[src/blpg_pkg.sv]
// shared constants for the bresenham line pixel generator
package blpg_pkg;

    localparam int DEFAULT_COORD_BITS = 12;
    localparam int DIM_BITS           = 12;
    localparam int ADDR_BITS          = 22;
    localparam int COLOR_BITS         = 32;
    localparam int CFG_INDEX_BITS     = 1;

    localparam logic [DIM_BITS-1:0] RESET_SCREEN_WIDTH  = DIM_BITS'(640);
    localparam logic [DIM_BITS-1:0] RESET_SCREEN_HEIGHT = DIM_BITS'(480);

    // input operation codes
    localparam logic OP_START = 1'b0;
    localparam logic OP_STEP  = 1'b1;

    // configuration register indexes
    localparam logic [CFG_INDEX_BITS-1:0] REG_SCREEN_WIDTH  = 1'b0;
    localparam logic [CFG_INDEX_BITS-1:0] REG_SCREEN_HEIGHT = 1'b1;

endpackage

[src/bresenham_line_pixel_generator.sv]
// Bresenham line pixel generator: one item per clock while m_ is not stalled, one pixel per step item.
// A start item (s_op = 0) loads both endpoints and the color and sets up the
// integer walk along the major axis; it gives no result. Each step item
// (s_op = 1) gives one pixel with its coordinates, an on-screen flag, the
// framebuffer address y*screen_width+x (0 when off screen) and the color;
// the last of the max(|dx|,|dy|)+1 pixels carries m_last and ends the line.
// A step item with no line active gives nothing, and a start item replaces a
// line still in progress. Equal |dx| and |dy| are walked y-major. The block
// takes one item every clock cycle: an input register feeds a single pass of
// logic (one add and compare for the walk, one 11x12-bit multiply-add for the
// address at the default coordinate width) into the output register; the input
// and output registers lie between an item and its result on the m_ channel,
// and the only thing that holds the input back is a result left untaken. The
// screen size registers are written through the cfg_ port, always ready; the
// user must write them only while no item is in flight (block does not check).
module bresenham_line_pixel_generator
    import blpg_pkg::*;
#(
    parameter int COORD_BITS = DEFAULT_COORD_BITS
) (
    input  logic                             aclk,
    input  logic                             aresetn,

    // configuration write channel
    input  logic                             cfg_valid,
    output logic                             cfg_ready,
    input  logic [CFG_INDEX_BITS-1:0]        cfg_index,
    input  logic [DIM_BITS-1:0]              cfg_data,

    // input item channel
    input  logic                             s_valid,
    output logic                             s_ready,
    input  logic                             s_op,
    input  logic signed [COORD_BITS-1:0]     s_start_x,
    input  logic signed [COORD_BITS-1:0]     s_start_y,
    input  logic signed [COORD_BITS-1:0]     s_end_x,
    input  logic signed [COORD_BITS-1:0]     s_end_y,
    input  logic [COLOR_BITS-1:0]            s_line_color,

    // pixel result channel
    output logic                             m_valid,
    input  logic                             m_ready,
    output logic signed [COORD_BITS-1:0]     m_pixel_x,
    output logic signed [COORD_BITS-1:0]     m_pixel_y,
    output logic                             m_visible,
    output logic [ADDR_BITS-1:0]             m_pixel_address,
    output logic [COLOR_BITS-1:0]            m_pixel_color,
    output logic                             m_last
);

    // error term needs room for 2*major plus sign
    localparam int ERR_BITS  = COORD_BITS + 4;
    localparam int DIFF_BITS = COORD_BITS + 1;
    localparam int CNT_BITS  = COORD_BITS + 1;
    localparam int CMP_BITS  = (COORD_BITS > DIM_BITS) ? COORD_BITS : DIM_BITS;
    localparam int PROD_BITS = COORD_BITS - 1 + DIM_BITS;
    localparam int SUM_BITS  = (PROD_BITS + 1 > ADDR_BITS) ? PROD_BITS + 1 : ADDR_BITS;

    // configuration registers
    logic [DIM_BITS-1:0]          screen_width_reg;
    logic [DIM_BITS-1:0]          screen_height_reg;

    // input register stage
    logic                         in_valid_reg, in_valid_next;
    logic                         in_op_reg;
    logic signed [COORD_BITS-1:0] in_x0_reg, in_y0_reg, in_x1_reg, in_y1_reg;
    logic [COLOR_BITS-1:0]        in_color_reg;

    // line walk state
    logic signed [COORD_BITS-1:0] cur_x_reg, cur_x_next;
    logic signed [COORD_BITS-1:0] cur_y_reg, cur_y_next;
    logic                         step_x_neg_reg, step_x_neg_next;
    logic                         step_y_neg_reg, step_y_neg_next;
    logic                         x_major_reg, x_major_next;
    logic signed [ERR_BITS-1:0]   error_term_reg, error_term_next;
    logic signed [ERR_BITS-1:0]   straight_inc_reg, straight_inc_next;
    logic signed [ERR_BITS-1:0]   diagonal_inc_reg, diagonal_inc_next;
    logic [CNT_BITS-1:0]          pixels_left_reg, pixels_left_next;
    logic [COLOR_BITS-1:0]        held_color_reg, held_color_next;
    logic                         line_active_reg, line_active_next;

    // output register
    logic                         out_valid_reg, out_valid_next;
    logic signed [COORD_BITS-1:0] out_x_reg, out_y_reg;
    logic                         out_visible_reg;
    logic [ADDR_BITS-1:0]         out_addr_reg;
    logic [COLOR_BITS-1:0]        out_color_reg;
    logic                         out_last_reg;

    // handshake
    logic                         s_accept;
    logic                         advance;
    logic                         emit;

    // start setup
    logic signed [DIFF_BITS-1:0]  dx, dy, adx_full, ady_full;
    logic [COORD_BITS-1:0]        adx, ady, major, minor;
    logic                         setup_x_major;

    // step datapath
    logic [CNT_BITS-1:0]          pl_dec;
    logic                         fin;
    logic signed [COORD_BITS-1:0] x_stepped, y_stepped;
    logic                         err_negative;
    logic                         vis;
    logic [PROD_BITS-1:0]         prod;
    logic [SUM_BITS-1:0]          addr_sum;
    logic [ADDR_BITS-1:0]         addr;

    // the input stage moves on whenever the output register is free or draining
    assign advance   = in_valid_reg && (!out_valid_reg || m_ready);
    assign s_ready   = !in_valid_reg || advance;
    assign s_accept  = s_valid && s_ready;
    assign cfg_ready = 1'b1;
    assign emit      = (in_op_reg == OP_STEP) && line_active_reg;

    assign in_valid_next = s_accept ? 1'b1 : (advance ? 1'b0 : in_valid_reg);

    // start item: deltas, octant and error setup
    always_comb begin
        dx       = DIFF_BITS'(in_x1_reg) - DIFF_BITS'(in_x0_reg);
        dy       = DIFF_BITS'(in_y1_reg) - DIFF_BITS'(in_y0_reg);
        adx_full = dx[DIFF_BITS-1] ? -dx : dx;
        ady_full = dy[DIFF_BITS-1] ? -dy : dy;
        adx      = adx_full[COORD_BITS-1:0];
        ady      = ady_full[COORD_BITS-1:0];
        // ties walk y-major
        setup_x_major = adx > ady;
        major = setup_x_major ? adx : ady;
        minor = setup_x_major ? ady : adx;
    end

    // step item: pixel report and the next walk position
    always_comb begin
        pl_dec       = pixels_left_reg - CNT_BITS'(1);
        fin          = (pl_dec == '0);
        x_stepped    = step_x_neg_reg ? cur_x_reg - COORD_BITS'(1) : cur_x_reg + COORD_BITS'(1);
        y_stepped    = step_y_neg_reg ? cur_y_reg - COORD_BITS'(1) : cur_y_reg + COORD_BITS'(1);
        err_negative = error_term_reg[ERR_BITS-1];

        // bounds: both coordinates non-negative and below the screen size
        vis = !cur_x_reg[COORD_BITS-1] && !cur_y_reg[COORD_BITS-1] &&
              (CMP_BITS'($unsigned(cur_x_reg)) < CMP_BITS'(screen_width_reg)) &&
              (CMP_BITS'($unsigned(cur_y_reg)) < CMP_BITS'(screen_height_reg));

        // row stride multiply-add, wraps to the address width
        prod     = PROD_BITS'(cur_y_reg[COORD_BITS-2:0]) * PROD_BITS'(screen_width_reg);
        addr_sum = SUM_BITS'(prod) + SUM_BITS'(cur_x_reg[COORD_BITS-2:0]);
        addr     = vis ? addr_sum[ADDR_BITS-1:0] : '0;
    end

    // walk state next values
    always_comb begin
        cur_x_next        = cur_x_reg;
        cur_y_next        = cur_y_reg;
        step_x_neg_next   = step_x_neg_reg;
        step_y_neg_next   = step_y_neg_reg;
        x_major_next      = x_major_reg;
        error_term_next   = error_term_reg;
        straight_inc_next = straight_inc_reg;
        diagonal_inc_next = diagonal_inc_reg;
        pixels_left_next  = pixels_left_reg;
        held_color_next   = held_color_reg;
        line_active_next  = line_active_reg;

        if (advance) begin
            if (in_op_reg == OP_START) begin
                cur_x_next        = in_x0_reg;
                cur_y_next        = in_y0_reg;
                step_x_neg_next   = dx[DIFF_BITS-1];
                step_y_neg_next   = dy[DIFF_BITS-1];
                x_major_next      = setup_x_major;
                error_term_next   = ERR_BITS'(major) - (ERR_BITS'(minor) << 1);
                straight_inc_next = '0 - (ERR_BITS'(minor) << 1);
                diagonal_inc_next = (ERR_BITS'(major) << 1) - (ERR_BITS'(minor) << 1);
                pixels_left_next  = CNT_BITS'(major) + CNT_BITS'(1);
                held_color_next   = in_color_reg;
                line_active_next  = 1'b1;
            end else if (line_active_reg) begin
                pixels_left_next = pl_dec;
                if (fin) begin
                    line_active_next = 1'b0;
                end else begin
                    // major axis always steps, minor axis on a negative error
                    if (x_major_reg || err_negative) begin
                        cur_x_next = x_stepped;
                    end
                    if (!x_major_reg || err_negative) begin
                        cur_y_next = y_stepped;
                    end
                    error_term_next = err_negative ? error_term_reg + diagonal_inc_reg
                                                   : error_term_reg + straight_inc_reg;
                end
            end
        end
    end

    // output register holds a result until it is taken
    always_comb begin
        if (advance && emit) begin
            out_valid_next = 1'b1;
        end else if (m_ready) begin
            out_valid_next = 1'b0;
        end else begin
            out_valid_next = out_valid_reg;
        end
    end

    // control registers
    always_ff @(posedge aclk) begin
        if (!aresetn) begin
            in_valid_reg      <= 1'b0;
            out_valid_reg     <= 1'b0;
            line_active_reg   <= 1'b0;
            screen_width_reg  <= RESET_SCREEN_WIDTH;
            screen_height_reg <= RESET_SCREEN_HEIGHT;
        end else begin
            in_valid_reg    <= in_valid_next;
            out_valid_reg   <= out_valid_next;
            line_active_reg <= line_active_next;
            if (cfg_valid && cfg_ready) begin
                unique case (cfg_index)
                    REG_SCREEN_WIDTH: begin
                        screen_width_reg <= cfg_data;
                    end
                    REG_SCREEN_HEIGHT: begin
                        screen_height_reg <= cfg_data;
                    end
                endcase
            end
        end
    end

    // payload registers
    always_ff @(posedge aclk) begin
        if (s_accept) begin
            in_op_reg    <= s_op;
            in_x0_reg    <= s_start_x;
            in_y0_reg    <= s_start_y;
            in_x1_reg    <= s_end_x;
            in_y1_reg    <= s_end_y;
            in_color_reg <= s_line_color;
        end

        cur_x_reg        <= cur_x_next;
        cur_y_reg        <= cur_y_next;
        step_x_neg_reg   <= step_x_neg_next;
        step_y_neg_reg   <= step_y_neg_next;
        x_major_reg      <= x_major_next;
        error_term_reg   <= error_term_next;
        straight_inc_reg <= straight_inc_next;
        diagonal_inc_reg <= diagonal_inc_next;
        pixels_left_reg  <= pixels_left_next;
        held_color_reg   <= held_color_next;

        if (advance && emit) begin
            out_x_reg       <= cur_x_reg;
            out_y_reg       <= cur_y_reg;
            out_visible_reg <= vis;
            out_addr_reg    <= addr;
            out_color_reg   <= held_color_reg;
            out_last_reg    <= fin;
        end
    end

    assign m_valid         = out_valid_reg;
    assign m_pixel_x       = out_x_reg;
    assign m_pixel_y       = out_y_reg;
    assign m_visible       = out_visible_reg;
    assign m_pixel_address = out_addr_reg;
    assign m_pixel_color   = out_color_reg;
    assign m_last          = out_last_reg;

endmodule

[config.mk]
export PLATFORM = sky130hd
export DESIGN_NAME = bresenham_line_pixel_generator
export DESIGN_NICKNAME = d
export VERILOG_FILES = /design/src/blpg_pkg.sv /design/src/bresenham_line_pixel_generator.sv
export SDC_FILE = /design/constraint.sdc
export NUM_CORES = 1
export LEC_CHECK = 0
export BUFFER_PORTS_ARGS = -buffer_cell sky130_fd_sc_hd__buf_2
export CAP_MARGIN = 20
export CORE_ASPECT_RATIO = 2
export CORE_MARGIN = 10
export CORE_UTILIZATION = 50
export CTS_CLUSTER_SIZE = 28
export DETAILED_ROUTE_END_ITERATION = 12
export PLACE_DENSITY = 0.67
export SETUP_SLACK_MARGIN = 0.5
export SYNTH_ARGS = -nofsm -noshare
export SYNTH_HDL_FRONTEND = slang
export SYNTH_SLANG_ARGS = --single-unit
[constraint.sdc]
create_clock -name aclk -period 14.7 [get_ports aclk]
set_input_delay 2.94 -clock aclk [delete_from_list [all_inputs] [get_ports aclk]]
set_output_delay 2.94 -clock aclk [all_outputs]
set_load 0.005 [all_outputs]
==> qor.tcl, run 1 <==
set qor(global_route.usage.met3_pct) 2.25
set qor(total_power_mw) 3.75
set qor(flow.area_growth_from_synthesis_pct) 11.9
set qor(gp_routability_congestion) 0.903
set qor(timing.hold.worst.start) {in_color_reg[24]}
set qor(fp.dieArea_um2) 49800
set qor(cts_made_buffers) 29
set qor(setup_repair_after_global_routing_missed_its_margin) {false}
set qor(fin_tns_setup_ps) 0
set qor(dp_hpwl_um) 41500
set qor(ys.flop_type) {sky130_fd_sc_hd__edfxtp_1}
set qor(number_of_hold_buffers_added_after_cts) 0
set qor(chipWidth_um) 163
set qor(grt_first_pass_wirelength_um) 81100
set qor(drt-initial-drc-count) 679
set qor(synth-seq-cells) 301
set qor(synth_top_cells_by_area) {sky130_fd_sc_hd__edfxtp_1 (40%), sky130_fd_sc_hd__fa_1 (10%), sky130_fd_sc_hd__ha_1 (9.7%)}
set qor(postSynthAreaPerCell_um2) 10.5
set qor(met2_usage_pct) 41.3
set qor(top_level_ports) 182
set qor(cts_sink_count) 301
set qor(layout.cells.most_common_list) {sky130_fd_sc_hd__edfxtp_1 (274), sky130_fd_sc_hd__inv_1 (245), sky130_fd_sc_hd__nand2_1 (232), sky130_fd_sc_hd__buf_2 (180), sky130_fd_sc_hd__ha_1 (159)}
set qor(worstSetupStartpoint) {in_x0_reg[0]}
set qor(setup.worst_path.end_class) {register}
set qor(grt-busiest-layer) {met2}
set qor(detail_route.wirelength_um) 52500
set qor(grt_max_degree) 81
set qor(row_count) 104
set qor(max_freq_mhz) 115
set qor(cts-resized-gates) 0
set qor(cts.root.buffer_cell) {sky130_fd_sc_hd__clkbuf_16}
set qor(cts-root-to-sink-buffers) 3
set qor(cellLeakagePower_nw) 9.56
set qor(floorplan.initialDensity_pct) 50.6
set qor(routed-via-count) 14600
set qor(drt-wirelength-per-cell_um) 19.7
set qor(share_of_final_layout_standard_cells_stronger_than_drive_strength_1_pct) 13.5
set qor(slew_headroom_pct) 37.4
set qor(grt_use_met1_pct) 20.1
set qor(final.setup.worst_slack_ps) 5970
set qor(yosys_warnings) 0
set qor(synth_area_leader_cell) {sky130_fd_sc_hd__edfxtp_1}
set qor(synthDistinctLibCells) 78
set qor(post-route-min-period_ps) 8730
set qor(timing_worst_setup_path_type) {register to register}
set qor(fin_worst_skew_ps) 17.4
set qor(synth_edf_count) 274
set qor(ratio_of_final_minimum_period_to_clock_period_pct) 59.4
set qor(required_ps) 15030
set qor(crit_arrival_ps) 9060
set qor(area_of_the_mapped_netlist_um2) 20400
set qor(groute.usage.overall_pct) 20.7
set qor(clk_pin_slew_worst_paths_ps) 70
set qor(synth_async_sr_flop_share_pct) 0
set qor(tritoncts) {yes}
set qor(port-buffer-count) 180
set qor(postCtsSetupBuffers) 0
set qor(detailedPlace.worstSlack_ps) 6110
set qor(maxCapViolations) 0
set qor(min_path_type) {register to register}
set qor(synth_fp_nets) 2306
set qor(initial_antenna_violation_count) 6
set qor(core_area_um2) 40300
set qor(crit_path_start_kind) {register}
set qor(worst_path_max_delay_cell) {sky130_fd_sc_hd__maj3_2}
set qor(filler_cell_count) 3576
set qor(clk_latency_ps) 590
set qor(synth_cells) 1943
set qor(timing.reg2reg.setup_slack_ps) 5970
set qor(timing.final.setup_violations) 0
set qor(report.final.slew_viol_count) 0
set qor(drtAntennaViolNets) 0
set qor(share_of_the_yosys_chip_area_belonging_to_registers_pct) 43.0
set qor(regToRegStartpoint) {in_x0_reg[0]}
set qor(avgViaCountPerCell) 5.47
set qor(vias_in_the_first_global_route) 15200
set qor(die_height_um) 306
set qor(layout_commonest_cell) {sky130_fd_sc_hd__edfxtp_1}
set qor(grt_overflow_total) 0
set qor(timing.final.hold_violations) 0
set qor(htree_num_levels) 1
set qor(remaining_drc_errors) 0
set qor(run_status) {complete, no violations}
set qor(synth_top_area_share_pct) 40.3
set qor(cp_max_fo) 36
set qor(drt_first_pass_iters) 5
set qor(tightestPinTransition_ps) 939
set qor(power.density_cell_area_nw_per_um2) 164
set qor(worst_ir_drop_vdd_v) 0.000154
set qor(final_stage_net_count) 2470
set qor(cp_slowest_stage_delay_ps) 730
-- final timing paths --
check                                     endpoint  cells after the start
worst min-delay path            held_color_reg[24]                      0
worst max register to register  error_term_reg[13]                     33
worst max-delay path            error_term_reg[13]                     33
worst min register to register  held_color_reg[24]                      0
-- cell type report --
cell class	count	area, um^2	share of cell area, %
Timing Repair Buffer	195	1040	4.54
Antenna cell	4	10.0	0.0439
Clock inverter	18	195	0.855
Inverter	253	953	4.18
Clock buffer	33	751	3.29
Multi-Input combinational cell	1327	10400	45.8
Tap cell	530	663	2.91
Sequential cell	301	8770	38.4
-- critical path, delay by kind of cell, from the launching register on --
| family | cells | cell delay (ps) |
|---|---|---|
| AO/OA/AOI/OAI | 16 | 3140 |
| XOR/XNOR | 1 | 650 |
| adder cells (fa/ha/maj) | 7 | 2680 |
| buffers and inverters | 4 | 610 |
| flip-flops | 1 | 380 |
| AND/OR/NAND/NOR | 5 | 1010 |
-- layer usage --
layer / vias up / part of all wire (%) / wire length, um
met5: - / 0 / 0
met4: 0 / 4.5 / 2380
met3: 130 / 4.0 / 2100
met2: 358 / 57 / 30100
met1: 7103 / 34 / 17900
li1: 6970 / - / -
-- synthesized netlist by cell type (all sizes together) (8+ instances only) --
library cell / number
edfxtp: 274
inv: 247
nand2: 232
ha: 159
fa: 105
a21oi: 101
o21ai: 100
nor2: 92
xnor2: 79
and2: 62
clkbuf: 53
xor2: 52
a21boi: 34
nor3: 29
dfxtp: 27
nor2b: 25
a21o: 24
nand3: 21
nand2b: 19
mux2: 17
o21bai: 16
o211ai: 14
o21a: 13
a211oi: 11
mux2i: 11
buf: 9
nand4: 9
and3: 8
o31ai: 8
-- through the flow --
| stage | cell area (um^2) | util (%) | cells | hold slack (ps) |
|---|---|---|---|---|
| finish | 22800 | 56.6 | 2661 | 417 |
| detailed placement | 21800 | 54.1 | 2605 | 405 |
| CTS | 22800 | 56.5 | 2656 | 420 |
| global placement | 21800 | 54.1 | 2604 | 400 |
| global route | 22800 | 56.6 | 2661 | 424 |
| floorplan | 20400 | - | 1943 | 400 |
-- cells by family after synthesis --
logic type	after synthesis	share of synthesized area, %
DFF	301	43.0
and+or+nand+nor	530	12.2
adders and majority gates	270	20.4
muxes	28	1.51
xor gates and xnor gates	131	5.62
other	1	0.0184
buffers and inverters	315	5.88
AOI/OAI and AO/OA	367	11.5
-- where the power goes --
part | internal, mW | switching, mW | total (mW)
registers | 1.06 | 0.0379 | 1.10
clock network | 0.409 | 0.339 | 0.748
logic | 0.735 | 1.16 | 1.90
total | 2.21 | 1.54 | 3.75
No activity file was read; power rests on OpenSTA's default activity.
==> inputs of run 2 (changes only) <==
--- a/config.mk
+++ b/config.mk
@@ -5,6 +5,7 @@
 export SDC_FILE = /design/constraint.sdc
 export NUM_CORES = 1
 export LEC_CHECK = 0
+export ABC_AREA = 1
 export BUFFER_PORTS_ARGS = -buffer_cell sky130_fd_sc_hd__buf_2
 export CAP_MARGIN = 20
 export CORE_ASPECT_RATIO = 2
@@ -12,7 +13,7 @@
 export CORE_UTILIZATION = 50
 export CTS_CLUSTER_SIZE = 28
 export DETAILED_ROUTE_END_ITERATION = 12
-export PLACE_DENSITY = 0.67
+export PLACE_DENSITY = 0.69
 export SETUP_SLACK_MARGIN = 0.5
 export SYNTH_ARGS = -nofsm -noshare
 export SYNTH_HDL_FRONTEND = slang
==> constraint.sdc (replaced) <==
create_clock -name aclk -period 7.35 [get_ports aclk]
set_input_delay 1.47 -clock aclk [delete_from_list [all_inputs] [get_ports aclk]]
set_output_delay 1.47 -clock aclk [all_outputs]
set_load 0.005 [all_outputs]
==> run 2 against run 1 <==
Net effect: clock-buffer cell count shrank 1; non-clock buffer count grew 17; total power grew 110%; sequential power grew 98%; register-to-register slack lost 4900 ps; hold slack lost 3.9 ps; largest power group unchanged.
==> qor.tcl, run 2 <==
set qor(vias_in_the_first_global_route) 17200 ;# was 15200
set qor(cp_max_fo) 15 ;# was 36
set qor(flow.area_growth_from_synthesis_pct) 11.9 ;# about the same
set qor(critical_path.top_delay_family) {adder cells} ;# was compound AO/OA/AOI/OAI gates
set qor(max_freq_mhz) 160 ;# was 115 MHz
set qor(htree_num_levels) 1 ;# unchanged
set qor(synthDistinctLibCells) 55 ;# was 78
set qor(grt_first_pass_wirelength_um) 88800 ;# was 81100 um
set qor(timing.final.hold_violations) 0 ;# unchanged
set qor(timing_worst_setup_path_type) {register to register} ;# unchanged
set qor(clock_power_share_pct) 18.7 ;# was 20.0%
set qor(fin_tns_setup_ps) 0 ;# unchanged
set qor(detail_route.wirelength_um) 57400 ;# was 52500 um
set qor(grt_max_degree) 82 ;# was 81
set qor(cts_made_buffers) 29 ;# unchanged
set qor(setup_repair_after_global_routing_missed_its_margin) {false} ;# unchanged
set qor(drt_first_pass_iters) 9 ;# was 5
set qor(crit_path_start_kind) {register} ;# unchanged
set qor(die_height_um) 310 ;# was 306 um
set qor(cts-root-to-sink-buffers) 3 ;# unchanged
set qor(power_report.internal_total_mw) 4.30 ;# was 2.21 mW
set qor(grt_overflow_total) 0 ;# unchanged
set qor(port-buffer-count) 180 ;# unchanged
set qor(hold-path-cell-count) 0 ;# unchanged
set qor(required_ps) 7670 ;# was 15030 ps
set qor(share_of_the_yosys_chip_area_belonging_to_registers_pct) 41.7 ;# was 43.0%
set qor(synth_top_cells_by_area) {sky130_fd_sc_hd__edfxtp_1 (39%), sky130_fd_sc_hd__nand2_1 (10%), sky130_fd_sc_hd__fa_1 (10%)} ;# was sky130_fd_sc_hd__edfxtp_1 (40%), sky130_fd_sc_hd__fa_1 (10%), sky130_fd_sc_hd__ha_1 (9.7%)
set qor(ratio_of_final_minimum_period_to_clock_period_pct) 85.2 ;# was 59.4%
set qor(postSynthAreaPerCell_um2) 8.95 ;# was 10.5 um^2
set qor(maxCapViolations) 0 ;# unchanged
set qor(worst_ir_drop_vdd_v) 0.000303 ;# was 0.000154 V
set qor(run_status) {complete, no violations} ;# unchanged
set qor(synth_cells) 2349 ;# was 1943
set qor(synth_area_leader_cell) {sky130_fd_sc_hd__edfxtp_1} ;# unchanged
set qor(sw_frac_of_total_pct) 46.1 ;# was 41.1%
set qor(power.density_cell_area_nw_per_um2) 339 ;# was 164 nW/um^2
set qor(post-route-min-period_ps) 6260 ;# was 8730 ps
set qor(power.share.sequential_pct) 27.3 ;# was 29.4%
set qor(fp.dieArea_um2) 51100 ;# was 49800 um^2
set qor(synth_edf_count) 274 ;# unchanged
set qor(cp_slowest_stage_delay_ps) 710 ;# was 730 ps
set qor(detailedPlace.worstSlack_ps) 961 ;# was 6110 ps
set qor(min_path_type) {register to register} ;# unchanged
set qor(final_stage_net_count) 2901 ;# was 2470
set qor(drt-wirelength-per-cell_um) 18.5 ;# was 19.7 um
set qor(final.setup.worst_slack_ps) 1090 ;# was 5970 ps
set qor(core_area_um2) 41600 ;# was 40300 um^2
set qor(cts-resized-gates) 0 ;# unchanged
set qor(routed-via-count) 16300 ;# was 14600
set qor(crit_arrival_ps) 6580 ;# was 9060 ps
set qor(clk_latency_ps) 580 ;# was 590 ps
set qor(crit_buf_inv) 5 ;# was 4
set qor(chipWidth_um) 165 ;# was 163 um
set qor(groute.usage.overall_pct) 22.4 ;# was 20.7%
set qor(synth_most_common_cell) {sky130_fd_sc_hd__nand2_1} ;# was sky130_fd_sc_hd__edfxtp_1
set qor(num_antenna_cells) 0 ;# was 4
set qor(row_count) 106 ;# was 104
set qor(worstRegToRegCells) 31 ;# was 33
set qor(report.final.slew_viol_count) 0 ;# unchanged
set qor(layout.cells.most_common_list) {sky130_fd_sc_hd__nand2_1 (575), sky130_fd_sc_hd__inv_1 (418), sky130_fd_sc_hd__edfxtp_1 (274), sky130_fd_sc_hd__buf_2 (180), sky130_fd_sc_hd__ha_1 (159)} ;# was sky130_fd_sc_hd__edfxtp_1 (274), sky130_fd_sc_hd__inv_1 (245), sky130_fd_sc_hd__nand2_1 (232), sky130_fd_sc_hd__buf_2 (180), sky130_fd_sc_hd__ha_1 (159)
set qor(slew_headroom_pct) 28.6 ;# was 37.4%
set qor(tritoncts) {yes} ;# unchanged
set qor(cts_sink_count) 301 ;# unchanged
set qor(floorplan.initialDensity_pct) 50.5 ;# was 50.6%
set qor(yosys_warnings) 0 ;# unchanged
set qor(setup.worst_path.end_class) {register} ;# unchanged
set qor(cts.root.buffer_cell) {sky130_fd_sc_hd__clkbuf_16} ;# unchanged
set qor(hold_ws_ps) 413 ;# was 417 ps
set qor(p_comb_share_pct) 54.0 ;# was 50.7%
set qor(synth_top_area_share_pct) 39.1 ;# was 40.3%
set qor(dp_hpwl_um) 46100 ;# was 41500 um
set qor(avgViaCountPerCell) 5.27 ;# was 5.47
set qor(synth-seq-cells) 301 ;# unchanged
set qor(netlist_top_cells_count) {sky130_fd_sc_hd__nand2_1 (575), sky130_fd_sc_hd__inv_1 (420), sky130_fd_sc_hd__edfxtp_1 (274), sky130_fd_sc_hd__ha_1 (159), sky130_fd_sc_hd__nor2_1 (133)} ;# was sky130_fd_sc_hd__edfxtp_1 (274), sky130_fd_sc_hd__inv_1 (246), sky130_fd_sc_hd__nand2_1 (232), sky130_fd_sc_hd__ha_1 (159), sky130_fd_sc_hd__fa_1 (105)
set qor(clk_pin_slew_worst_paths_ps) 70 ;# about the same
set qor(gp_routability_congestion) 1.02 ;# was 0.903
set qor(layout_commonest_cell) {sky130_fd_sc_hd__nand2_1} ;# was sky130_fd_sc_hd__edfxtp_1
set qor(tightestPinTransition_ps) 1070 ;# was 939 ps
set qor(fin_worst_skew_ps) 12.5 ;# was 17.4 ps
set qor(drtAntennaViolNets) 0 ;# unchanged
set qor(timing.final.setup_violations) 0 ;# unchanged
set qor(cellLeakagePower_nw) 11.3 ;# was 9.56 nW
set qor(critical_path_depth) 31 ;# was 33
set qor(initial_antenna_violation_count) 0 ;# was 6
set qor(synth_fp_nets) 2712 ;# was 2306
set qor(ys.flop_type) {sky130_fd_sc_hd__edfxtp_1} ;# unchanged
set qor(synth_async_sr_flop_share_pct) 0 ;# unchanged
set qor(switching_power_mw) 3.68 ;# was 1.54 mW
set qor(top_level_ports) 182 ;# unchanged
set qor(share_of_final_layout_standard_cells_stronger_than_drive_strength_1_pct) 14.2 ;# was 13.5%
set qor(area_of_the_mapped_netlist_um2) 21000 ;# was 20400 um^2
set qor(remaining_drc_errors) 0 ;# unchanged
set qor(drt-initial-drc-count) 726 ;# was 679
set qor(worst_path_max_delay_cell) {sky130_fd_sc_hd__edfxtp_1} ;# was sky130_fd_sc_hd__maj3_2
set qor(filler_cell_count) 3793 ;# was 3576
-- run 2: cell types whose count changed in the layout (fill, tap and decap cells not counted), moves of 40 or more --
cell / before / now
sky130_fd_sc_hd__nand2_1: 232 / 575
sky130_fd_sc_hd__nor2_1: 91 / 131
sky130_fd_sc_hd__inv_1: 245 / 418
sky130_fd_sc_hd__xnor2_1: 79 / 16
sky130_fd_sc_hd__and2_1: 60 / 1
sky130_fd_sc_hd__nand3_1: 21 / 122
-- run 2: worst paths after layout --
| path | start | to | slack, ps |
|---|---|---|---|
| hold / removal | in_color_reg[5] | held_color_reg[5] | 410 |
| hold reg to reg | in_color_reg[5] | held_color_reg[5] | 410 |
| setup / recovery | cur_y_reg[2] | m_pixel_address[21] | 1090 |
| setup reg to reg | cur_y_reg[2] | m_pixel_address[21] | 1090 |
-- run 2: area by class of cell --
class	instances	area (um^2)	share of cell area, %
Clock buffer	32	737	3.13
Inverter	443	1670	7.09
Clock inverter	20	188	0.798
Multi-Input combinational cell	1551	10300	44.0
Timing Repair Buffer	212	1140	4.85
Tap cell	540	676	2.87
Sequential cell	301	8770	37.3
-- run 2: power by group through the flow --
| stage | clock [mW] | sequential [mW] | combinational [mW] |
|---|---|---|---|
| detailed placement | 0 | 2.23 | 4.22 |
| CTS | 1.53 | 2.19 | 4.24 |
| global route | 1.58 | 2.19 | 4.81 |
| finish | 1.49 | 2.18 | 4.31 |
| floorplan | 0 | 2.19 | 3.18 |
| global placement | 0 | 2.22 | 4.14 |
-- run 2: repair_timing --
action                                  4_1_cts  5_1_grt
setup buffers                                 0       10
endpoints found under the setup margin        0        2
hold buffers                                  0        0
-- run 2: stage by stage --
step | power, mW | area, um^2 | instances | utilization [%]
finish | 7.98 | 23500 | 3099 | 56.5
CTS | 7.96 | 23400 | 3088 | 56.3
floorplan | 5.37 | 21000 | 2349 | -
global placement | 6.36 | 22500 | 3036 | 54.1
detailed placement | 6.45 | 22500 | 3036 | 54.1
global route | 8.59 | 23500 | 3099 | 56.5
-- run 2: per-layer routing --
metal | share of wire, % | GRT usage, % | wire [um]
met1 | 33 | 20.7 | 19000
met2 | 56 | 44.5 | 32100
met3 | 4.5 | 2.86 | 2570
met4 | 6.5 | 13.4 | 3730
met5 | 0 | 0 | 0
-- run 2: cells by family (layout without fill, tap and decap cells) --
family / count (synthesis) / after routing / synth area share (%)
other: 1 / 1 / 0.0178
AOI/OAI and AO/OA: 284 / 284 / 7.74
adders and majority gates: 264 / 264 / 19.5
DFF: 301 / 301 / 41.7
and+or+nand+nor: 935 / 935 / 19.1
buffers and inverters: 497 / 707 / 9.14
xor gates and xnor gates: 67 / 67 / 2.79
==> inputs of run 3 (changes only) <==
--- a/config.mk
+++ b/config.mk
@@ -13,7 +13,7 @@
 export CORE_UTILIZATION = 50
 export CTS_CLUSTER_SIZE = 28
 export DETAILED_ROUTE_END_ITERATION = 12
-export PLACE_DENSITY = 0.69
+export PLACE_DENSITY = 0.82
 export SETUP_SLACK_MARGIN = 0.5
 export SYNTH_ARGS = -nofsm -noshare
 export SYNTH_HDL_FRONTEND = slang
==> run 3 against run 2 <==
Net effect: clock power fell by 5%; register-to-register slack got worse by 100 ps; via count rose by 0.66%; critical endpoint unchanged; hold slack improved by 0.77 ps; largest power group unchanged; clock skew rose by 21 ps.
==> qor.tcl, run 3 (synthesis results as in run 2) <==
set qor(p_comb_share_pct) 54.0 ;# about the same
set qor(chipWidth_um) 165 ;# unchanged
set qor(power.share.sequential_pct) 27.9 ;# was 27.3%
set qor(die_height_um) 310 ;# unchanged
set qor(min_path_type) {register to register} ;# unchanged
set qor(crit_path_start_kind) {register} ;# unchanged
set qor(total_power_mw) 7.84 ;# was 7.98 mW
set qor(floorplan.initialDensity_pct) 50.5 ;# unchanged
set qor(post-route-min-period_ps) 6360 ;# was 6260 ps
set qor(cp_slowest_stage_delay_ps) 560 ;# was 710 ps
set qor(hold-path-cell-count) 0 ;# unchanged
set qor(run_status) {complete, no violations} ;# unchanged
set qor(report.final.slew_viol_count) 0 ;# unchanged
set qor(drtAntennaViolNets) 0 ;# unchanged
set qor(timing.final.hold_violations) 0 ;# unchanged
set qor(timing.final.setup_violations) 0 ;# unchanged
set qor(fp.dieArea_um2) 51100 ;# unchanged
set qor(final_stage_net_count) 2906 ;# was 2901
set qor(power_report.internal_total_mw) 4.26 ;# was 4.30 mW
set qor(worst_path_max_delay_cell) {sky130_fd_sc_hd__fa_1} ;# was sky130_fd_sc_hd__edfxtp_1
set qor(slew_headroom_pct) 31.2 ;# was 28.6%
set qor(tritoncts) {yes} ;# unchanged
set qor(filler_cell_count) 3554 ;# was 3793
set qor(cts_made_buffers) 28 ;# was 29
set qor(cts.root.buffer_cell) {sky130_fd_sc_hd__clkbuf_16} ;# unchanged
set qor(crit_arrival_ps) 6670 ;# was 6580 ps
set qor(flow.area_growth_from_synthesis_pct) 11.9 ;# about the same
set qor(gp_routability_congestion) 1.02 ;# about the same
set qor(cts-root-to-sink-buffers) 3 ;# unchanged
set qor(finish.utilization_pct) 56.5 ;# about the same
set qor(row_count) 106 ;# unchanged
set qor(worst_ir_drop_vdd_v) 0.000244 ;# was 0.000303 V
set qor(grt_max_degree) 64 ;# was 82
set qor(share_of_final_layout_standard_cells_stronger_than_drive_strength_1_pct) 14.4 ;# was 14.2%
set qor(avgViaCountPerCell) 5.29 ;# was 5.27
set qor(cp_max_fo) 7 ;# was 15
set qor(core_area_um2) 41600 ;# unchanged
set qor(drt-wirelength-per-cell_um) 17.6 ;# was 18.5 um
set qor(vias_in_the_first_global_route) 17100 ;# was 17200
set qor(tightestPinTransition_ps) 1030 ;# was 1070 ps
set qor(layout.cells.most_common_list) {sky130_fd_sc_hd__nand2_1 (574), sky130_fd_sc_hd__inv_1 (418), sky130_fd_sc_hd__edfxtp_1 (274), sky130_fd_sc_hd__buf_2 (180), sky130_fd_sc_hd__ha_1 (159)} ;# was sky130_fd_sc_hd__nand2_1 (575), sky130_fd_sc_hd__inv_1 (418), sky130_fd_sc_hd__edfxtp_1 (274), sky130_fd_sc_hd__buf_2 (180), sky130_fd_sc_hd__ha_1 (159)
set qor(htree_num_levels) 1 ;# unchanged
set qor(fin_worst_skew_ps) 33.5 ;# was 12.5 ps
set qor(sw_frac_of_total_pct) 45.7 ;# was 46.1%
set qor(required_ps) 7660 ;# was 7670 ps
set qor(remaining_drc_errors) 0 ;# unchanged
set qor(routed-via-count) 16400 ;# was 16300
set qor(initial_antenna_violation_count) 1 ;# was 0
set qor(final_cells) 3105 ;# was 3099
set qor(clk_latency_ps) 590 ;# was 580 ps
set qor(switching_power_mw) 3.58 ;# was 3.68 mW
set qor(worstRegToRegCells) 32 ;# was 31
set qor(grt_overflow_total) 0 ;# unchanged
set qor(port-buffer-count) 180 ;# unchanged
set qor(timing_worst_setup_path_type) {register to register} ;# unchanged
set qor(grt_first_pass_wirelength_um) 85200 ;# was 88800 um
set qor(groute.usage.overall_pct) 21.2 ;# was 22.4%
set qor(cts_sink_count) 301 ;# unchanged
set qor(fin_tns_setup_ps) 0 ;# unchanged
set qor(detailedPlace.worstSlack_ps) 722 ;# was 961 ps
set qor(setup_repair_after_global_routing_missed_its_margin) {false} ;# unchanged
set qor(power.density_cell_area_nw_per_um2) 333 ;# was 339 nW/um^2
set qor(layout_commonest_cell) {sky130_fd_sc_hd__nand2_1} ;# unchanged
set qor(ratio_of_final_minimum_period_to_clock_period_pct) 86.6 ;# was 85.2%
set qor(final.setup.worst_slack_ps) 987 ;# was 1090 ps
set qor(drt_first_pass_iters) 6 ;# was 9
set qor(dp_hpwl_um) 43800 ;# was 46100 um
set qor(cellLeakagePower_nw) 11.3 ;# about the same
set qor(clock_power_share_pct) 18.1 ;# was 18.7%
set qor(clk_pin_slew_worst_paths_ps) 70 ;# about the same
set qor(top_level_ports) 182 ;# unchanged
set qor(detail_route.wirelength_um) 54600 ;# was 57400 um
set qor(max_freq_mhz) 157 ;# was 160 MHz
set qor(number_of_hold_buffers_added_after_cts) 0 ;# unchanged
set qor(dpl_cells) 3033 ;# was 3036
set qor(ff_latch_area_um2) 8770 ;# unchanged
set qor(maxCapViolations) 0 ;# unchanged
set qor(multiInputGateArea_um2) 10300 ;# about the same
set qor(setup.worst_path.end_class) {register} ;# unchanged
set qor(drt-initial-drc-count) 1043 ;# was 726
## run 3: final timing paths
kind	from	end	slack, ps
min	held_color_reg[6]	m_pixel_color[6]	410
max reg2reg	screen_width_reg[1]	m_pixel_address[21]	990
min reg2reg	held_color_reg[6]	m_pixel_color[6]	410
max	screen_width_reg[1]	m_pixel_address[21]	990
## run 3: per-layer routing
metal,track usage (%),part of all wire [%],wire length [um],vias to the layer above
li1,-,-,-,7978
met1,19.3,32,17600,7755
met2,40.7,55,29900,512
met3,2.53,4.7,2570,184
met4,16.4,8.2,4460,0
met5,0,0,0,-
## run 3: timing repair
item | 4_1_cts | 5_1_grt
buffers inserted | 0 | 20
endpoints found under the setup margin | 0 | 3
gates resized for setup | 0 | 3
## run 3: cell type report
| cell class | count | area share (%) |
|---|---|---|
| Multi-Input combinational cell | 1551 | 44.0 |
| Timing Repair Buffer | 218 | 5.04 |
| Clock inverter | 20 | 0.628 |
| Sequential cell | 301 | 37.3 |
| Clock buffer | 31 | 3.12 |
| Inverter | 443 | 7.08 |
| Tap cell | 540 | 2.87 |
| Antenna cell | 1 | 0.0106 |
## run 3: through the flow
step                      hold WS [ps]  instance area [um^2]
after floorplan                    400                 21000
after global placement             401                 22500
after detailed placement           405                 22500
after CTS                          418                 23400
after global routing               425                 23500
final                              414                 23500
## run 3: worst max-delay path, delay by kind of cell, from the launching register on
family	cells	cell delay (ps)
adder cells (fa/ha/maj)	6	2670
AO/OA/AOI/OAI	10	1580
flip-flops	1	490
buffers and inverters	6	470
AND/OR/NAND/NOR	10	860
## run 3: power groups by stage
| stage | Combinational, mW | Sequential (mW) | Clock (mW) |
|---|---|---|---|
| floorplan | 3.18 | 2.19 | 0 |
| global placement | 4.00 | 2.22 | 0 |
| detailed placement | 4.13 | 2.23 | 0 |
| CTS | 4.16 | 2.19 | 1.45 |
| global route | 4.73 | 2.20 | 1.52 |
| finish | 4.23 | 2.19 | 1.42 |
